==> config.mk <==
export PLATFORM = sky130hd
export DESIGN_NAME = signed_int_to_decimal_text_top
export DESIGN_NICKNAME = d
export VERILOG_FILES = /design/src/rtl/sitd_pkg.sv /design/src/rtl/sitd_ctrl.sv /design/src/rtl/sitd_datapath.sv /design/src/rtl/signed_int_to_decimal_text_top.sv
export SDC_FILE = /design/constraint.sdc
export NUM_CORES = 1
export LEC_CHECK = 0
export ABC_CLOCK_PERIOD_IN_PS = 6400
export BUFFER_PORTS_ARGS = -buffer_cell sky130_fd_sc_hd__buf_2
export CELL_PAD_IN_SITES_DETAIL_PLACEMENT = 0
export CELL_PAD_IN_SITES_GLOBAL_PLACEMENT = 2
export CORE_ASPECT_RATIO = 1.5
export CORE_MARGIN = 5
export CORE_UTILIZATION = 28
export CTS_BUF_LIST = sky130_fd_sc_hd__clkbuf_4 sky130_fd_sc_hd__clkbuf_8
export CTS_CLUSTER_DIAMETER = 50
export DETAILED_ROUTE_END_ITERATION = 7
export GPL_TIMING_DRIVEN = 1
export PLACE_DENSITY_LB_ADDON = 0.1
export SETUP_SLACK_MARGIN = 0.1
export SKIP_LAST_GASP = 1
export SYNTH_ARGS = -nofsm -noshare
export SYNTH_HDL_FRONTEND = slang
export SYNTH_SLANG_ARGS = --single-unit
==> constraint.sdc <==
create_clock -name clock -period 6.4 [get_ports clock]
set_input_delay 0.64 -clock clock [delete_from_list [all_inputs] [get_ports clock]]
set_output_delay 0.64 -clock clock [all_outputs]
set_load 0.05 [all_outputs]
==> src/rtl/sitd_pkg.sv <==
// Shared constants, state type and control structs for the decimal text converter.
package sitd_pkg;

   localparam int VALUE_W     = 32;
   localparam int CHAR_W      = 7;
   localparam int DIGIT_W     = 4;
   localparam int MAX_DIGITS  = 10;
   localparam int DIG_IDX_W   = $clog2(MAX_DIGITS);
   localparam int DIG_CNT_W   = $clog2(MAX_DIGITS + 1);
   localparam int PROD_W      = 2 * VALUE_W;
   localparam int RECIP_SHIFT = 35;
   localparam int QUOT_W      = PROD_W - RECIP_SHIFT;

   // floor(x * RECIP / 2^35) == floor(x / 10) for every 32-bit x
   localparam logic [VALUE_W-1:0] RECIP      = 32'hCCCC_CCCD;
   localparam logic [CHAR_W-1:0]  CHAR_ZERO  = 7'd48;
   localparam logic [CHAR_W-1:0]  CHAR_MINUS = 7'd45;
   localparam logic [CHAR_W-1:0]  CHAR_NINE  = 7'd57;

   typedef enum logic [2:0] {
      ST_IDLE,
      ST_MUL,
      ST_DIV,
      ST_SIGN,
      ST_DIGITS
   } state_type;

   typedef struct packed {
      logic load;
      logic mul;
      logic div;
      logic emit_sign;
      logic emit_digit;
   } cmd_type;

   typedef struct packed {
      logic quot_zero;
      logic digits_full;
      logic neg;
      logic out_free;
      logic last_digit;
   } status_type;

endpackage

==> src/rtl/sitd_ctrl.sv <==
// Controller state machine: sequences divide steps and character emission.
module sitd_ctrl
   import sitd_pkg::*;
(
   input  logic       clock,
   input  logic       reset,
   input  logic       req_valid,
   output logic       req_stall,
   input  status_type status,
   output cmd_type    cmd
);

   state_type state_ff;
   state_type state_in;

   always_ff @(posedge clock) begin
      if (reset) begin
         state_ff <= ST_IDLE;
      end else begin
         state_ff <= state_in;
      end
   end

   always_comb begin
      state_in  = state_ff;
      cmd       = '0;
      req_stall = 1'b1;
      case (state_ff)
         ST_IDLE: begin
            req_stall = 1'b0;
            if (req_valid) begin
               cmd.load = 1'b1;
               state_in = ST_MUL;
            end
         end
         ST_MUL: begin
            cmd.mul  = 1'b1;
            state_in = ST_DIV;
         end
         ST_DIV: begin
            cmd.div = 1'b1;
            if (status.quot_zero || status.digits_full) begin
               state_in = ST_SIGN;
            end else begin
               state_in = ST_MUL;
            end
         end
         ST_SIGN: begin
            if (!status.neg) begin
               state_in = ST_DIGITS;
            end else if (status.out_free) begin
               cmd.emit_sign = 1'b1;
               state_in      = ST_DIGITS;
            end
         end
         ST_DIGITS: begin
            if (status.out_free) begin
               cmd.emit_digit = 1'b1;
               if (status.last_digit) begin
                  state_in = ST_IDLE;
               end
            end
         end
         default: begin
            state_in = ST_IDLE;
         end
      endcase
   end

endmodule

==> src/rtl/sitd_datapath.sv <==
// Datapath: magnitude, reciprocal divide by ten, digit stack and output register.
module sitd_datapath
   import sitd_pkg::*;
(
   input  logic                      clock,
   input  logic                      reset,
   input  logic signed [VALUE_W-1:0] req_value,
   input  cmd_type                   cmd,
   output status_type                status,
   output logic                      rsp_valid,
   input  logic                      rsp_stall,
   output logic [CHAR_W-1:0]         rsp_character,
   output logic                      rsp_last_char
);

   logic [VALUE_W-1:0]   mag_ff;
   logic [QUOT_W-1:0]    quot_ff;
   logic                 neg_ff;
   logic [DIG_CNT_W-1:0] ndig_ff;
   logic [DIGIT_W-1:0]   dig_ff [MAX_DIGITS];
   logic                 rsp_valid_ff;
   logic [CHAR_W-1:0]    rsp_char_ff;
   logic                 rsp_last_ff;

   logic [VALUE_W-1:0]   raw;
   logic [PROD_W-1:0]    prod;
   logic [DIGIT_W-1:0]   rem;
   logic [DIG_CNT_W-1:0] top_idx;
   logic                 out_free;

   assign raw      = $unsigned(req_value);
   assign prod     = {{VALUE_W{1'b0}}, mag_ff} * {{VALUE_W{1'b0}}, RECIP};
   // remainder = mag - 10*q, only the low nibble matters since it is below ten
   assign rem      = mag_ff[DIGIT_W-1:0] - {quot_ff[0], 3'b000} - {quot_ff[2:0], 1'b0};
   assign top_idx  = ndig_ff - DIG_CNT_W'(1);
   assign out_free = !rsp_valid_ff || !rsp_stall;

   always_ff @(posedge clock) begin
      if (cmd.load) begin
         neg_ff <= raw[VALUE_W-1];
         mag_ff <= raw[VALUE_W-1] ? (VALUE_W'(0) - raw) : raw;
      end else if (cmd.div) begin
         mag_ff <= VALUE_W'(quot_ff);
      end
      if (cmd.mul) begin
         quot_ff <= prod[PROD_W-1:RECIP_SHIFT];
      end
      if (cmd.div) begin
         dig_ff[ndig_ff[DIG_IDX_W-1:0]] <= rem;
      end
   end

   // digit count: push during divide, pop during emission
   always_ff @(posedge clock) begin
      if (reset) begin
         ndig_ff <= '0;
      end else if (cmd.load) begin
         ndig_ff <= '0;
      end else if (cmd.div) begin
         ndig_ff <= ndig_ff + DIG_CNT_W'(1);
      end else if (cmd.emit_digit) begin
         ndig_ff <= top_idx;
      end
   end

   always_ff @(posedge clock) begin
      if (reset) begin
         rsp_valid_ff <= 1'b0;
      end else if (cmd.emit_sign || cmd.emit_digit) begin
         rsp_valid_ff <= 1'b1;
      end else if (!rsp_stall) begin
         rsp_valid_ff <= 1'b0;
      end
   end

   always_ff @(posedge clock) begin
      if (cmd.emit_sign) begin
         rsp_char_ff <= CHAR_MINUS;
         rsp_last_ff <= 1'b0;
      end else if (cmd.emit_digit) begin
         rsp_char_ff <= CHAR_ZERO + CHAR_W'(dig_ff[top_idx[DIG_IDX_W-1:0]]);
         rsp_last_ff <= (top_idx == '0);
      end
   end

   assign status.quot_zero   = (quot_ff == '0);
   assign status.digits_full = (ndig_ff == DIG_CNT_W'(MAX_DIGITS - 1));
   assign status.neg         = neg_ff;
   assign status.out_free    = out_free;
   assign status.last_digit  = (ndig_ff == DIG_CNT_W'(1));

   assign rsp_valid     = rsp_valid_ff;
   assign rsp_character = rsp_char_ff;
   assign rsp_last_char = rsp_last_ff;

endmodule

==> src/rtl/signed_int_to_decimal_text_top.sv <==
// Top level of the signed integer to decimal ASCII text converter.
//
//   Channel  Ports                               Moves
//   req      req_valid/req_stall, req_value      one 32-bit signed word in
//   rsp      rsp_valid/rsp_stall, rsp_character, one ASCII character word out
//            rsp_last_char
//
// A value with D decimal digits passes the accept state, a multiply and a divide
// state per digit in the multiply-by-reciprocal divider and the sign state, then
// goes out one character per cycle through the output register unless rsp stalls.
// Synchronous active-high reset clears the controller and the output valid.
// A stalled rsp holds its word and the controller waits; req is stalled
// from accept until the last character is loaded.
module signed_int_to_decimal_text_top
   import sitd_pkg::*;
(
   input  logic                      clock,
   input  logic                      reset,
   input  logic                      req_valid,
   output logic                      req_stall,
   input  logic signed [VALUE_W-1:0] req_value,
   output logic                      rsp_valid,
   input  logic                      rsp_stall,
   output logic [CHAR_W-1:0]         rsp_character,
   output logic                      rsp_last_char
);

   cmd_type    cmd;
   status_type status;

   sitd_ctrl u_ctrl (
      .clock     (clock),
      .reset     (reset),
      .req_valid (req_valid),
      .req_stall (req_stall),
      .status    (status),
      .cmd       (cmd)
   );

   sitd_datapath u_datapath (
      .clock         (clock),
      .reset         (reset),
      .req_value     (req_value),
      .cmd           (cmd),
      .status        (status),
      .rsp_valid     (rsp_valid),
      .rsp_stall     (rsp_stall),
      .rsp_character (rsp_character),
      .rsp_last_char (rsp_last_char)
   );

endmodule

Word-level counts from Yosys, hierarchy flattened
Memory sizes are Yosys's and may differ from the RTL's.
Cells that the tools add are included.
Cells by class
  $add $sub $neg: 6
  multiply operators: 1
  eq/ne operators: 11
  mux-type cells: 25
  reduce and logical (&&, ||, !) cells: 12
Operators with widths (number)
  32-bit 2-to-1 mux: 3
  32-bit by 32-bit multiplier with 64-bit output, second input constant: 1
  1-bit by 32-bit subtractor with 32-bit output, first input constant: 1
  29-bit zero test: 1
  3-bit 2-to-1 mux: 5
  3-bit one-hot mux with 5 select lines: 1
  1-bit 2-to-1 mux: 13
  4-bit 2-to-1 mux: 2
  4-bit subtractor: 2
  6-bit by 4-bit adder with 7-bit output, first input constant: 1
  3-bit by 2-bit == test with 1-bit output, second input constant: 2
  4-bit by 1-bit adder with 4-bit output, second input constant: 1
  4-bit by 1-bit == test with 1-bit output, second input constant: 1
  4-bit == test, second input constant: 1
  4-bit zero test: 1
  2-bit by 1-bit inequality test with 1-bit output, second input constant: 2
  2-bit inequality test, second input constant: 2
  4-bit AND reduction: 1
  2-bit nonzero test: 2
  4-bit by 1-bit subtractor with 4-bit output, second input constant: 1
  3-bit by 1-bit == test with 1-bit output, second input constant: 1
  3-bit == test, second input constant: 1
  3-bit zero test: 1
  1-bit logical OR: 3
  other kinds (4): 5
Storage, ports and cells
  register bits after elaboration: 78
  RAM bits: 40
  input bits: 36
  output and inout bits: 10
  logic and storage cells: 64
  memories kept: 1
Memory list
  u_datapath.dig_ff: depth 10, bits a word 4, read ports 1, clocked after memory_dff 0, write ports 1, RTL line sitd_datapath.sv:20  | logic [DIGIT_W-1:0] dig_ff [MAX_DIGITS];

Longest topological paths before layout
Gate-level depths: netlist of the first run.
  word-level depth: 7
  depth in mapped cells: 26
  mapped depth without buffers: 26

Hierarchy
Synthesis of the first run repeated with hierarchy kept, for this count alone.
Unflattened totals
  cell total of the unflattened synthesis: 2117
  area total of the unflattened synthesis: 21991.1 µm²
By module, submodules not included
  sitd_datapath: times used 1, cells an instance 2088, area an instance 21772.1 µm², seq. area each 3283.1 µm²
  sitd_ctrl: times used 1, cells an instance 29, area an instance 219.0 µm², seq. area each 60.1 µm²

Worst setup path after synthesis of the first run
OpenSTA, ideal clock, no wires.
  path type: register to register
  start: register u_datapath.mag_ff[9]
  end: register u_datapath.quot_ff[28] (data pin)
  setup time: 0.260 ns
  data arrival time: 6.618 ns
  data required time: 6.140 ns
  setup slack: -0.478 ns
  stages on the path, launching flop included: 23
  path buffers: 1
  clock period less this slack: 6.878 ns
  cell sequence: edfxtp_1 > ha_1 > clkbuf_1 > xor2_1 > ha_1 > fa_1 > inv_1 > fa_1 > fa_1 > inv_1 > fa_1 > fa_1 > fa_1 > ha_1 > a211oi_1 > o21ai_0 > a41oi_1 > and3_1 > a221oi_1 > a211oi_1 > o21ai_0 > a311o_1 > xnor2_1
Between the ends
  cells in the longest elaborated chain, start to end: 1
Ends and longest elaborated chain
  from (decl): RTL line sitd_datapath.sv:16  | logic [VALUE_W-1:0] mag_ff;
  from (signal assigned): RTL line sitd_datapath.sv:41  | mag_ff <= raw[VALUE_W-1] ? (VALUE_W'(0) - raw) : raw;
  from (signal assigned): RTL line sitd_datapath.sv:43  | mag_ff <= VALUE_W'(quot_ff);
  32-bit by 32-bit multiplier with 64-bit output: RTL line sitd_datapath.sv:32  | assign prod = {{VALUE_W{1'b0}}, mag_ff} * {{VALUE_W{1'b0}}, RECIP};
  net u_datapath.prod[63]: RTL line sitd_datapath.sv:26  | logic [PROD_W-1:0] prod;
  to (signal assigned): RTL line sitd_datapath.sv:46  | quot_ff <= prod[PROD_W-1:RECIP_SHIFT];
  to (decl): RTL line sitd_datapath.sv:17  | logic [QUOT_W-1:0] quot_ff;
The timed path passes the listed nets, and every way through them passes these cells.
A chain may end at the register's enable or synchronous reset.

Worst setup path in the final report of the first run
  start: register u_datapath.mag_ff[20]
  end: register u_datapath.quot_ff[18] (data pin)
Same word-level chain as after synthesis.

==> results.md, run 1 <==
- Core area: 78500 um^2
- Layout area overhead: 28.8%
- CP Class: flip-flop to flip-flop
- Mapped cell area: around 22000 um^2
- First-pass GRT wire length: 125000 um
- Routed length per instance: around 24 um
- Critical Path AT: slightly above 7 ns
- Root Buffer: clkbuf_8
- Critical Path RT: between 6 and 7 ns
- Slew @ Worst Pin: about 1.4 ns
- Clock Path Buffers: 2
- Clk pin slew, worst setup/hold paths: 0.10 ns
- Crit Path Max Fanout: 4
- Top FF cell, synth: edfxtp_1
- Final GP Congestion: 0.910
- Final Hold Fails: 0
- # rows: 126
- Drt first pass iters: 5
- Final min period: about 7.0 ns
- Crit end category: flip-flop
- Register area share after synthesis: 15.1%
- Die height: ~350 um
- # DRC: 0
- Share of cells above drive strength 1: between 20% and 30%
- RSZ-0062 raised after global routing: true
- Die area: about 85000 um^2
- Fin nets: between 3000 and 4000
- Gr usage total: between 20% and 30%
- Post-DRT Antenna Nets: 0
- Seq cells post-synth: approximately 120
- Total CTS buffers: 17
- Period Utilization, post-route: 109%
- IO buf count: between 40 and 50
- Die X-Extent: 240 um
- Status: finished with violations
- Top-Level Pins: between 40 and 50
- Max_slew headroom: about 5.3%
- Worst hold-check path type: primary input to flip-flop
- Setup violations, final: 27
- Total grt overflow: 0
- Number of flops mapped to enable cells by yosys: between 100 and 150
- CTS tree: built
- DRT iter0 DRCs: a little under 600
- Syn_area_per_cell: between 10 and 15 um^2
- Via count: approximately 16000
- Largest net degree at the start of global routing: 63
- Max_cap viols: 0
- Clock insertion delay at the later pin of the skew report: approximately 0.53 ns
- Initial Util: between 20% and 30%
- H-tree levels: 4
- Final Max Slew Viols: 0
- Hpwl dp: a little under 80000 um
- Synth Instances: between 2000 and 2500
- Via density per instance: about 4.5
- Worst Skew: between 0.04 and 0.05 ns
- Final hold slack: 0.434 ns
- Startpoint Class: flip-flop
- Post-synth ARST share: 0%
- Vias in the first global route: 18900
- Post-Route WL: approximately 86000 um
- Cell variety after synth: 65
- Final worst setup slack: -0.574 ns
- CTS Hold Bufs: 0
- Yosys synthesis warning count: 0
- Initial antenna violation count: 1
- Net count after synthesis: just under 3000
- Failing checks: setup timing
- Fillers: 8087
- Peak Freq: 143 MHz
- CTS sink cnt: 116
==> placed cells by master (no fill, tap or decap), types with 13 or more instances in the layout <==
master	synthesis	final
nor2_1	32	30
nand4_1	16	16
xnor2_1	50	42
ha_4	0	42
ha_1	357	306
and2_1	22	20
inv_2	1	18
fa_1	386	368
a21o_1	49	48
xor2_1	66	54
a21oi_1	73	56
nand3_1	17	14
inv_1	556	536
fa_2	0	18
edfxtp_1	102	102
nor3_1	17	14
a21oi_2	0	13
buf_6	0	20
o21ai_0	72	55
dfxtp_1	14	14
nand2_1	100	97
o21ai_1	3	14
clkbuf_8	0	17
buf_2	0	43
buf_4	3	395
==> path summary, 6_finish.rpt <==
path                                                               to                             startpoint  slack, ns  depth (start not counted)
worst max-delay path                 u_datapath.quot_ff[18]$_DFFE_PP_        u_datapath.mag_ff[20]$_DFFE_PP_      -0.57                         26
worst min-delay path                  u_ctrl.state_ff[1]$_SDFFE_PP0P_                                  reset       0.43                          2
worst max register to register       u_datapath.quot_ff[18]$_DFFE_PP_        u_datapath.mag_ff[20]$_DFFE_PP_      -0.57                         26
worst min register to register  u_datapath.rsp_last_char$_SDFFE_PP0P_  u_datapath.rsp_last_char$_SDFFE_PP0P_       0.46                          2
==> critical path: stages (launching register included) <==
cell and delay (ns):
edfxtp_1 0.55, ha_4 0.40, inv_4 0.04, fa_1 0.49, inv_2 0.04, fa_1 0.55
inv_2 0.05, fa_1 0.50, inv_1 0.05, fa_2 0.56, fa_1 0.44, fa_1 0.49
inv_1 0.05, fa_1 0.48, inv_2 0.05, ha_4 0.29, and4_4 0.24, and2_4 0.15
nand4_1 0.12, a211oi_2 0.25, a21oi_4 0.10, buf_12 0.15, buf_6 0.11, o21ai_4 0.16
a21oi_2 0.09, buf_4 0.15, xnor2_4 0.12
==> kinds of logic (layout without fill, tap and decap cells) <==
logic type                 Yosys count  after routing  synth area share, %
and+or+nand+nor                    265            265                 6.00
AOI/OAI and AO/OA                  278            278                 8.03
xor gates and xnor gates           116            116                 4.59
adders and majority gates          743            743                 55.1
other                                2              3               0.0339
buffers and inverters              594           1056                 10.1
muxes                               13             13                 1.04
DFF                                116            116                 15.1
==> registers in the layout, indices dropped and copies added (netlist names) <==
register,count
u_ctrl.state_ff,3
u_datapath.dig_ff,40
u_datapath.mag_ff,32
u_datapath.ndig_ff,4
u_datapath.neg_ff,1
u_datapath.quot_ff,29
u_datapath.rsp_character,5
u_datapath.rsp_last_char,1
u_datapath.rsp_valid,1
==> stage by stage <==
stage               util, %  area [um^2]  setup slack, ns  setup TNS [ns]  instances
floorplan                 -        22700           -0.138          -0.258       2127
global placement       34.3        26900           -0.961          -19.97       3531
detailed placement     34.3        26900           -0.949          -19.05       3531
CTS                    35.9        28200           -0.521          -10.24       3604
global route           36.3        28500           -0.684          -13.83       3614
finish                 36.3        28500           -0.574          -10.27       3614
==> cell usage after synthesis, types with 6 or more instances <==
| master | n | area share, % |
|---|---|---|
| inv_1 | 556 | 9.4 |
| fa_1 | 386 | 35 |
| ha_1 | 357 | 20 |
| edfxtp_1 | 102 | 14 |
| nand2_1 | 100 | 1.7 |
| a21oi_1 | 73 | 1.7 |
| o21ai_0 | 72 | 1.6 |
| xor2_1 | 66 | 2.6 |
| xnor2_1 | 50 | 2.0 |
| a21o_1 | 49 | 1.7 |
| clkbuf_1 | 33 | 0.56 |
| nor2_1 | 32 | 0.54 |
| and2_1 | 22 | 0.62 |
| nand3_1 | 17 | 0.38 |
| nor3_1 | 17 | 0.38 |
| nand4_1 | 16 | 0.45 |
| dfxtp_1 | 14 | 1.3 |
| a31oi_1 | 13 | 0.37 |
| nor2b_1 | 13 | 0.37 |
| a211oi_1 | 12 | 0.41 |
| and3_1 | 12 | 0.34 |
| nor4_1 | 9 | 0.25 |
| mux4_2 | 8 | 0.81 |
| nand2b_1 | 8 | 0.23 |
| o31ai_1 | 6 | 0.20 |
==> layer usage <==
metal	GRT usage [%]	part of all wire, %
met3	1.42	1.1
met5	0	0
met2	41.9	59
met4	10.4	6.3
met1	20.3	34
==> final cells by class <==
type | count | area, um^2 | share of cell area [%]
tap | 1024 | 1280 | 4.49
clock inverter | 15 | 159 | 0.557
timing repair buffer | 467 | 3590 | 12.6
inverter | 557 | 2100 | 7.36
clock buffer | 17 | 234 | 0.820
antenna | 1 | 2.50 | 0.00877
sequential | 116 | 3340 | 11.7
multi-input combinational | 1417 | 17800 | 62.5
==> timing repair <==
item	in CTS	in global routing
endpoints found under the setup margin	29	29
pin swaps	62	45
gates resized for setup	107	63
buffers inserted	43	11
Power of run 1 is left out: the tool's default activity adds up to more than one toggle a clock period on the data nets, which glitch-free logic cannot reach.
==> run 2, diff against run 1 <==
--- a/config.mk
+++ b/config.mk
@@ -5,6 +5,7 @@
 export SDC_FILE = /design/constraint.sdc
 export NUM_CORES = 1
 export LEC_CHECK = 0
+export ABC_AREA = 1
 export ABC_CLOCK_PERIOD_IN_PS = 6400
 export BUFFER_PORTS_ARGS = -buffer_cell sky130_fd_sc_hd__buf_2
 export CELL_PAD_IN_SITES_DETAIL_PLACEMENT = 0
==> results.md, run 2 <==
- Top cells by area, synth: fa_1, ha_1, edfxtp_1
- Initial Util: between 20 and 30%
- Crit Path Max Fanout: 3
- Register area share after synthesis: between 10 and 15%
- Critical Path AT: 6.73 ns
- Post-DRT Antenna Nets: 0
- DRT iter0 DRCs: about 980
- Yosys synthesis warning count: 0
- # rows: about 130
- Vias in the first global route: approximately 23000
- CTS sink cnt: 116
- Hpwl dp: 96200 um
- CTS Hold Bufs: 0
- Worst Skew: 0.0264 ns
- Fillers: 9112
- Cell family with most CP delay: adder cells
- Final Max Slew Viols: 0
- Slowest cell on crit path: fa_2
- Initial antenna violation count: 1
- Fin nets: around 4200
- Critical path origin: u_datapath.mag_ff[17]$_DFFE_PP_
- Crit path depth: 22
- Core area: 86500 um^2
- Die height: 372 um
- Final GP Congestion: between 0.9 and 1
- Top cells by count, synth: inv_1, nand2_1, fa_1
- Slew @ Worst Pin: 1.00 ns
- CP Class: flip-flop to flip-flop
- Synth Instances: 2906
- Largest net degree at the start of global routing: 50
- Number of flops mapped to enable cells by yosys: between 100 and 150
- Cell depth of the worst min-delay path: 2
- Final worst setup slack: -0.00342 ns
- CP peak stage delay: slightly above 0.6 ns
- Top FF cell, synth: edfxtp_1
- Mapped cell area: between 20000 and 25000 um^2
- Final instance area: approximately 32000 um^2
- Cell Chain, Critical Path: buf_6, ha_4, buf_4, fa_1, inv_1, fa_1, fa_1, fa_1, fa_1, fa_2, inv_1, ha_1, ha_4, nand2_2, buf_4, nor2_4, nand2_2, buf_4, nor4_2, nand2_1, nand4_1, nand2_1
- Hold_sp: reset
- Clock insertion delay at the later pin of the skew report: between 0.5 and 0.6 ns
- Drt first pass iters: 5
- Worst r2r path cells: 22
- Cell variety after synth: between 40 and 50
- Via density per instance: ~4.5
- Max FFs per register: 40
- Routed length per instance: approximately 23 um
- Net count after synthesis: 3685
- Max_cap viols: 0
- Die area: 93600 um^2
- First-pass GRT wire length: 153000 um
- Final min period: 6.40 ns
- Period Utilization, post-route: 100%
- Setup violations, final: 1
- Most common cell after layout, fill and taps aside: inv_1
- Startpoint Class: flip-flop
- Share of cells above drive strength 1: between 20 and 30%
- Instance area at placement: a little under 30000 um^2
- Final Hold Fails: 0
- Seq cells post-synth: 116
- Failing checks: setup timing
- Syn_area_per_cell: between 8 and 9 um^2
- R2r startpoint: u_datapath.mag_ff[17]$_DFFE_PP_
- Peak Freq: roughly 160 MHz
- # DRC: 0
- Total CTS buffers: 17
- Via count: between 20000 and 25000
- Post-synth ARST share: 0%
- Crit end category: flip-flop
- Clock Path Buffers: 2
- Layout area overhead: 30.4%
- Max_slew headroom: 32.5%
- Clk pin slew, worst setup/hold paths: approximately 0.10 ns
- Post-Route WL: ~110000 um
- Gr usage total: between 20% and 30%
- Die X-Extent: 251 um
- Synth area leader: fa_1
- Root Buffer: clkbuf_8
- CTS tree: built
- H-tree levels: 4
- IO buf count: 43
- Area share of the largest cell type after synthesis: 31.6%
- Worst hold-check path type: primary input to flip-flop
- Post-Place Setup Slack: -0.549 ns
- Status: finished with violations
- Top-count cell post-synth: inv_1
- Most frequent cells in the layout: inv_1, nand2_1, buf_4, fa_1, ha_1
- Top-Level Pins: 46
- Critical Path RT: 6.73 ns
- RSZ-0062 raised after global routing: true
- CP most frequent cell: fa_1
- Total grt overflow: 0
- CP bufs+invs: 6
==> run 2: metrics by stage <==
| step | hold WS (ns) | utilization [%] | setup TNS (ns) | cells |
|---|---|---|---|---|
| 3_3_place_gp | 0.447 | 33.6 | -7.49 | 4466 |
| 2_1_floorplan | 0.484 | - | 0 | 2906 |
| 6_report | 0.268 | 36.9 | -0.00342 | 4557 |
| 3_5_place_dp | 0.457 | 33.6 | -7.57 | 4466 |
| 4_1_cts | 0.188 | 36.1 | -0.0531 | 4543 |
| 5_1_grt | 0.240 | 36.9 | -1.71 | 4557 |
==> run 2: cell type report <==
class	count	area [um^2]	area share, %
Multi-Input combinational cell	1956	19900	62.2
Timing Repair Buffer	501	3850	12.1
Sequential cell	116	3340	10.5
Inverter	812	3060	9.59
Tap cell	1139	1430	4.46
Clock buffer	18	248	0.776
Clock inverter	14	141	0.443
Antenna cell	1	2.50	0.00784
==> run 2: what timing repair did <==
action,in CTS,in global routing
buffers inserted,46,13
gates resized for setup,328,154
pin swaps,156,85
setup endpoints to repair,29,29
hold endpoints to repair,0,0
==> run 2: path summary, 6_finish.rpt <==
kind / slack [ns] / to
setup / recovery: -0.003 / u_datapath.quot_ff[16]$_DFFE_PP_
hold / removal: 0.27 / u_ctrl.state_ff[0]$_SDFFE_PP0P_
setup reg to reg: -0.003 / u_datapath.quot_ff[16]$_DFFE_PP_
hold reg to reg: 0.48 / u_datapath.rsp_character[4]$_SDFFE_PP0P_
==> run 2: logic make-up (layout without fill, tap and decap cells) <==
| family | Yosys count | in the layout | share of synthesized area, % |
|---|---|---|---|
| buffers and inverters | 834 | 1345 | 12.9 |
| and+or+nand+nor | 913 | 913 | 16.0 |
| other | 2 | 3 | 0.0307 |
| AOI/OAI and AO/OA | 228 | 228 | 5.12 |
| adders and majority gates | 743 | 743 | 49.8 |
| xor gates and xnor gates | 70 | 70 | 2.50 |
| DFF | 116 | 116 | 13.7 |
==> run 2: routing by layer <==
layer	share of wire, %	global-route usage, %	wire length (um)	up-vias
met4	6.3	12.1	6730	0
met1	38	25.2	40100	10200
met5	0	0	0	-
li1	-	-	-	9836
met2	54	43.2	57500	302
met3	1.8	1.91	1900	142
Power of run 2 is left out for the same reason.
